### config.mk
export PLATFORM = sky130hd
export DESIGN_NAME = nmea_line_core
export DESIGN_NICKNAME = d
export VERILOG_FILES = /design/src/sv/nmea_pkg.sv /design/src/sv/nmea_line_core.sv
export SDC_FILE = /design/constraint.sdc
export NUM_CORES = 1
export LEC_CHECK = 0
export BUFFER_PORTS_ARGS = -buffer_cell sky130_fd_sc_hd__buf_4
export CORE_ASPECT_RATIO = 1.1
export CORE_MARGIN = 5
export CORE_UTILIZATION = 58
export DETAILED_ROUTE_END_ITERATION = 12
export HOLD_SLACK_MARGIN = 0.03
export PLACE_DENSITY = 0.83
export SETUP_SLACK_MARGIN = 0.02
export SLEW_MARGIN = 20
export SYNTH_ARGS = -nofsm -noshare
export SYNTH_HDL_FRONTEND = slang
export SYNTH_SLANG_ARGS = --single-unit
export TNS_END_PERCENT = 10
### constraint.sdc
create_clock -name aclk -period 3.4 [get_ports aclk]
set_clock_uncertainty 0.05 [all_clocks]
set_input_delay 0.34 -clock aclk [delete_from_list [all_inputs] [get_ports aclk]]
set_output_delay 0.34 -clock aclk [all_outputs]
set_load 0.02 [all_outputs]
### src/sv/nmea_pkg.sv
`timescale 1ns / 1ps
`default_nettype none
// ----------------------------------------------------------------------------
// NMEA sentence framer package
// Shared constants, types and helpers for the sentence framer and checker.
// ----------------------------------------------------------------------------
package nmea_pkg;

    // Stored bytes at which an unterminated line is discarded.
    localparam int LINE_LIMIT = 82;
    localparam int LEN_W      = 7;
    localparam int TAG_LEN    = 6;

    localparam logic [7:0] CHAR_CR   = 8'h0D;
    localparam logic [7:0] CHAR_LF   = 8'h0A;
    localparam logic [7:0] CHAR_NUL  = 8'h00;
    localparam logic [7:0] CHAR_STAR = 8'h2A;

    // "$GPRMC", first character at index 0.
    localparam logic [7:0] RMC_TAG [TAG_LEN] = '{8'h24, 8'h47, 8'h50, 8'h52, 8'h4D, 8'h43};

    typedef enum logic [1:0] {
        ST_RMC_OK    = 2'd0,
        ST_OTHER_OK  = 2'd1,
        ST_CSUM_FAIL = 2'd2,
        ST_OVERLONG  = 2'd3
    } status_t;

    typedef enum logic [1:0] {
        PH_SCAN = 2'd0,
        PH_HIGH = 2'd1,
        PH_LOW  = 2'd2,
        PH_DONE = 2'd3
    } phase_t;

    typedef struct packed {
        status_t            status;
        logic [LEN_W-1:0]   line_length;
        logic [7:0]         computed_sum;
    } result_t;

    // Uppercase ASCII hex digit for one nibble.
    function automatic logic [7:0] hex_digit(input logic [3:0] nib);
        logic [7:0] base;
        base = (nib < 4'd10) ? 8'h30 : 8'h37;
        return base + {4'd0, nib};
    endfunction

endpackage
`default_nettype wire

### src/sv/nmea_line_core.sv
`timescale 1ns / 1ps
`default_nettype none
// ----------------------------------------------------------------------------
// NMEA line state and checksum core
// Holds the per-line state and turns one byte into at most one line result.
// ----------------------------------------------------------------------------
module nmea_line_core (
    input  wire logic             aclk,
    input  wire logic             aresetn,
    input  wire logic             byte_en,
    input  wire logic [7:0]       byte_in,
    output logic                  res_valid,
    output nmea_pkg::result_t     res
);
    import nmea_pkg::*;

    logic [LEN_W-1:0] fill_reg, fill_next;
    logic [7:0]       xor_reg, xor_next;
    phase_t           phase_reg, phase_next;
    logic             dmatch_reg, dmatch_next;
    logic             pmatch_reg, pmatch_next;
    logic             ended_reg, ended_next;

    logic             is_term;
    logic             blank;
    logic             in_tag;

    assign is_term = (byte_in == CHAR_CR) || (byte_in == CHAR_LF);
    assign in_tag  = (fill_reg < LEN_W'(TAG_LEN));
    // A NUL as the first byte leaves the line empty; it is marked by a
    // cleared digit match while still scanning.
    assign blank   = (fill_reg == '0) || ((phase_reg == PH_SCAN) && !dmatch_reg);

    always_comb begin
        fill_next   = fill_reg;
        xor_next    = xor_reg;
        phase_next  = phase_reg;
        dmatch_next = dmatch_reg;
        pmatch_next = pmatch_reg;
        ended_next  = ended_reg;
        res_valid   = 1'b0;
        res.status       = ST_CSUM_FAIL;
        res.line_length  = fill_reg;
        res.computed_sum = xor_reg;

        if (byte_en) begin
            if (is_term) begin
                res_valid = !blank;
                if ((phase_reg == PH_DONE) && dmatch_reg) begin
                    res.status = (pmatch_reg && !in_tag) ? ST_RMC_OK : ST_OTHER_OK;
                end
                fill_next   = '0;
                xor_next    = '0;
                phase_next  = PH_SCAN;
                dmatch_next = 1'b1;
                pmatch_next = 1'b1;
                ended_next  = 1'b0;
            end else begin
                if (!ended_reg) begin
                    if (byte_in == CHAR_NUL) begin
                        ended_next = 1'b1;
                        if (in_tag) begin
                            pmatch_next = 1'b0;
                        end
                        if (fill_reg == '0) begin
                            dmatch_next = 1'b0;
                        end
                    end else begin
                        if (in_tag && (byte_in != RMC_TAG[fill_reg[2:0]])) begin
                            pmatch_next = 1'b0;
                        end
                        // The first byte of the line stays outside the checksum.
                        if (fill_reg != '0) begin
                            unique case (phase_reg)
                                PH_SCAN: begin
                                    if (byte_in == CHAR_STAR) begin
                                        phase_next = PH_HIGH;
                                    end else begin
                                        xor_next = xor_reg ^ byte_in;
                                    end
                                end
                                PH_HIGH: begin
                                    if (byte_in != hex_digit(xor_reg[7:4])) begin
                                        dmatch_next = 1'b0;
                                    end
                                    phase_next = PH_LOW;
                                end
                                PH_LOW: begin
                                    if (byte_in != hex_digit(xor_reg[3:0])) begin
                                        dmatch_next = 1'b0;
                                    end
                                    phase_next = PH_DONE;
                                end
                                PH_DONE: begin
                                end
                                default: begin
                                end
                            endcase
                        end
                    end
                end

                fill_next = fill_reg + LEN_W'(1);
                if (fill_next == LEN_W'(LINE_LIMIT)) begin
                    res_valid        = 1'b1;
                    res.status       = ST_OVERLONG;
                    res.line_length  = LEN_W'(LINE_LIMIT);
                    res.computed_sum = xor_next;
                    fill_next   = '0;
                    xor_next    = '0;
                    phase_next  = PH_SCAN;
                    dmatch_next = 1'b1;
                    pmatch_next = 1'b1;
                    ended_next  = 1'b0;
                end
            end
        end
    end

    always_ff @(posedge aclk) begin
        if (!aresetn) begin
            fill_reg   <= '0;
            xor_reg    <= '0;
            phase_reg  <= PH_SCAN;
            dmatch_reg <= 1'b1;
            pmatch_reg <= 1'b1;
            ended_reg  <= 1'b0;
        end else begin
            fill_reg   <= fill_next;
            xor_reg    <= xor_next;
            phase_reg  <= phase_next;
            dmatch_reg <= dmatch_next;
            pmatch_reg <= pmatch_next;
            ended_reg  <= ended_next;
        end
    end

endmodule
`default_nettype wire

After elaboration in Yosys (flattened, before gate mapping):

Memories as Yosys holds them, arrays and structs flattened.
Cells that the tools add are included.

* memories kept: 1
* word-level logic and storage cells: 102
* bits in read-only memories: 64
* bits in registers: 20
* output and inout port bits: 18
* bits of input ports: 11

Memory list
* (no name shown): words 8, bits a word 8, rd ports 1, clocked after Yosys merged registers in 0, write ports 0, RTL line nmea_line_core.sv:69 `if (in_tag && (byte_in != RMC_TAG[fill_reg[2:0]])) begin`

* $lt $le $gt $ge: 4
* bitwise logic cells: 2
* add/sub/neg operators: 3
* multiplexer cells: 48
* reduce and logical (&&, ||, !) cells: 21
* equal/unequal tests: 17

Operator list (count)
* 8-bit two-way mux: 9
* 1-bit two-way mux: 22
* 17-bit two-way mux: 1
* 8-bit by 4-bit == test with 1-bit output (second input constant): 2
* 16-bit two-way mux: 1
* 2-bit two-way mux: 8
* 8-bit by 7-bit inequality test with 1-bit output: 2
* 15-bit two-way mux: 1
* 6-bit by 4-bit adder with 7-bit output: 2
* 7-bit two-way mux: 2
* 5-bit inequality test (second input constant): 2
* 5-bit nonzero test: 2
* 8-bit by 6-bit == test with 1-bit output (second input constant): 1
* 8-bit zero test: 1
* 4-bit less-than comparator (second input constant): 2
* 4-bit by 2-bit inequality test with 1-bit output (second input constant): 2
* 8-bit inequality test: 1
* 4-bit nonzero test: 2
* 8-bit XOR: 1
* 7-bit by 1-bit adder with 7-bit output (second input constant): 1
* 7-bit == test (second input constant): 1
* 7-bit zero test: 1
* 7-bit by 3-bit less-than comparator with 1-bit output (second input constant): 1
* 7-bit AND reduction: 1
* 18 further kinds: 26

Depth between registers and ports, before layout:

* word-level depth: 11
* mapped depth: 10
* mapped depth without buffers: 10

Least setup slack after synthesis:

Ideal clock, no wire load.

* path kind: register to register
* start: register xor_reg[5]
* end: register dmatch_reg
* arrival time: 2.348 ns
* cell stages (with the launch flop): 10
* required time: 3.244 ns
* clock period less this slack: 2.504 ns
* setup slack: 0.896 ns
* buffers on the path: 0
* setup time: 0.106 ns
* cell sequence: dfxtp_1 o21a_1 ha_1 fa_1 xor2_1 nor4b_1 nand2_1 nor4_1 a311oi_1 o311ai_0

* cells in the longest elaborated chain, start to end: 6

RTL lines
* start: declaration: RTL line nmea_line_core.sv:18 `logic [7:0] xor_reg, xor_next;`
* start signal: assignment: RTL line nmea_line_core.sv:130 `xor_reg <= xor_next;`
* 4-bit less-than comparator: RTL line nmea_pkg.sv:45 `base = (nib < 4'd10) ? 8'h30 : 8'h37;`
* 3-bit two-way mux: RTL line nmea_pkg.sv:45
* 6-bit by 4-bit adder with 7-bit output (*): RTL line nmea_pkg.sv:46 `return base + {4'd0, nib};`
* 8-bit by 7-bit inequality test with 1-bit output (*): RTL line nmea_line_core.sv:83 `if (byte_in != hex_digit(xor_reg[7:4])) begin`
* 5-bit inequality test (no line) (*)
* 7-bit AND reduction (no line) (*)
* end signal: assignment: RTL line nmea_line_core.sv:132 `dmatch_reg <= dmatch_next;`
* end: declaration: RTL line nmea_line_core.sv:20 `logic dmatch_reg, dmatch_next;`

Every way passes the cells marked *; elsewhere a longest branch is shown, timed or not.
A chain may end at the register's enable or synchronous reset.

==> results.cfg <==
[status]
status = finished clean

[clock_network]
cts_resized = 0
cts_sinks = 20
cts_setup_buffers = 0
hold_buffers = 0
tritoncts = done
clk_latency_ns = 0.26
clk_pin_slew_ns = 0.08
ctsRootBufferMaster = clkbuf_8
cts_htree_levels = 1
cts_buffers = 3
clk_path_buf_depth = 2

[placement]
hpwl_mm = 3.93
dpl_cell_area_um2 = 2280
port_buffers = 28
place_ws_ns = 0.623
place_inst = 336
gp_congestion = 0.879

[power]
seqPwrFrac_pct = 43.7
finalPower_w = 0.000592
worst_ir_drop_vdd_mv = 0.183
leakage_nw = 1.07
netSwitchingFraction_pct = 31.1
combinationalPowerShare_pct = 25.3
power_frac_clock_pct = 31.0
netSwitchingPower_w = 0.000184
intPower_w = 0.000408
cellPowerDensity_nw_per_um2 = 254

[setup_path]
cp_max_fo = 14
r2r_start = xor_reg[7]
crit_slowest_cell = dfxtp_1
cpPeakStageDelay_ns = 0.56
r2r_end = dmatch_reg
rrSetupSlack_ns = 0.63
path_cells = ha_1 > nand2_1 > nor4_1 > or3_4 > nand4_2 > nor2_1 > xnor2_1 > buf_4
worstPathArrival_ns = 2.70
endpoint_kind = output port
crit_start = fill_reg[0]
crit_type = reg -> out
ff2ff_path_depth = 9
cp.required_ns = 3.01
cp-start-kind = flip-flop

[synth]
yosys.area.top_type = dfxtp_1
synth_edf_count = 0
synth_compound_area_share_pct = 24.9
synth_top_family_by_area = simple AND/OR/NAND/NOR gates
synth_area_leaders = dfxtp_1, ha_1, xor2_1
syn_inst = 277
synth_warnings = 0
synthesis.nets = 303
yosys.area.top_type_share_pct = 18.9
synthSimpleGateAreaFrac_pct = 27.9
synth_fa_ha_area_share_pct = 9.24
synth_area_um2 = 2110
syn_avg_cell_area_um2 = 7.63
synth_xor_area_share_pct = 9.53
ys_ff_latch = 20
ys_seq_area_share_pct = 18.9
ys.flop_type = dfxtp_1
synthMuxAreaShare_pct = 1.42
synth-async-reset-ratio_pct = 0
ys_types = 60

[finish]
nets = 317
fillCellCount = 356
drive_above_1_share_pct = 15.2
area_growth_pct = 10.3
layout_commonest_cell = buf_4
finalNonFillerCells = 340
insertedDiodeCount = 0
most-common-layout-cells = buf_4, nor2_1, nand2_1, dfxtp_1, xor2_1
postLayoutCellArea_um2 = 2330
largest_reg_flops = 8

[drt]
drc = 0
drt_iter0_markers = 114
vias = 2083
antenna_left = 0
wl_mm = 5.05
first_pass_iters = 4
wl_per_cell_um = 14.9
viasPerCell = 6.13

[sta]
fmax_mhz = 324
setup-violations-final = 0
timing.final.ws_setup_ns = 0.310
final_max_slew_viol_count = 0
rsz0062_at_grt = no
tightestPinTransition_ns = 0.793
slew_headroom_pct = 46.7
hold_violations = 0
period_needed_ns = 3.09
post-route-period-util_pct = 90.9
tns_ns = 0

[floorplan]
die_y_um = 73.3
row_count = 23
fp.dieW_um = 67.6
start_util_pct = 59.2
dieArea_um2 = 4950
coreArea_um2 = 3570
ios = 29

[worst_hold_path]
hold_depth = 3
hold_start = aresetn
min_to = phase_reg[1]
hold_class = in -> reg

[global_route]
grt_use_total_pct = 22.2
globalRouteOverflowTotal = 0
grt_max_degree = 16
antenna_found_initial = 0
grt_pass1_vias = 1972
grt_pass1_wl_mm = 8.71

[job]
drv_cap = 0
-- routing by layer --
layer | share of wire [%] | track usage (%) | up-vias
met5 | 0 | 0 | -
met4 | 1.2 | 8.11 | 0
met3 | 5.6 | 2.91 | 7
met2 | 50 | 37.5 | 61
met1 | 43 | 28.4 | 975
li1 | - | - | 1040
-- synthesized netlist by cell type, types with 4 or more instances --
cell type	instances
nor2_1	22
dfxtp_1	20
nand2_1	20
xor2_1	16
ha_1	14
nand3_1	13
nor3_1	13
o21ai_0	13
a21o_1	12
a21oi_1	11
inv_1	11
nor4_1	8
buf_2	7
clkbuf_1	7
xnor2_1	7
nand4_1	6
a31oi_1	4
buf_6	4
nor2b_1	4
nor3b_1	4
o21a_1	4
-- worst max-delay path: cells and delay by family, from the launching register on --
kind,cells,cell delay [ns]
xor+xnor,1,0.14
fa+ha+maj,1,0.35
buf+inv,1,0.16
flops,1,0.56
simple gates,5,1.22
-- per-stage QoR --
stage | util, % | hold WS, ns
floorplan | - | 0.397
global placement | 63.8 | 0.419
detailed placement | 63.8 | 0.450
CTS | 65.3 | 0.330
global route | 65.3 | 0.325
finish | 65.3 | 0.331
-- worst max-delay path by stage --
stage	slack [ns]	cells after the start	end
2_1_floorplan	0.90	9	dmatch_reg
3_5_place_dp	0.62	8	res[2]
6_report	0.31	8	res[1]
4_1_cts	0.33	8	res[2]
5_1_grt	0.05	8	res[0]
3_3_place_gp	0.64	8	res[2]
-- power groups by stage --
stage	clock (W)	combinational (W)	sequential, W
2_1_floorplan	0	0.000117	0.000255
3_3_place_gp	0	0.000146	0.000264
3_5_place_dp	0	0.000148	0.000264
4_1_cts	0.000185	0.000149	0.000259
5_1_grt	0.000204	0.000165	0.000261
6_report	0.000184	0.000150	0.000259
-- area by class of cell --
cell class	count	area [um^2]	area share, %
multi-input cells	224	1540	66.2
flip-flops and latches	20	400	17.2
repair buffers	30	225	9.66
well taps	50	62.6	2.68
clock buffers	4	55.1	2.36
inverters	12	45.0	1.93
-- logic make-up (layout without fill, tap and decap cells) --
family          count (synthesis)  in the layout
buf+inv                        33             46
compound gates                 72             72
flops                          20             20
fa+ha+maj                      15             15
mux                             3              3
xor+xnor                       23             23
simple gates                  111            111
Power figures use the tool's default switching activity.
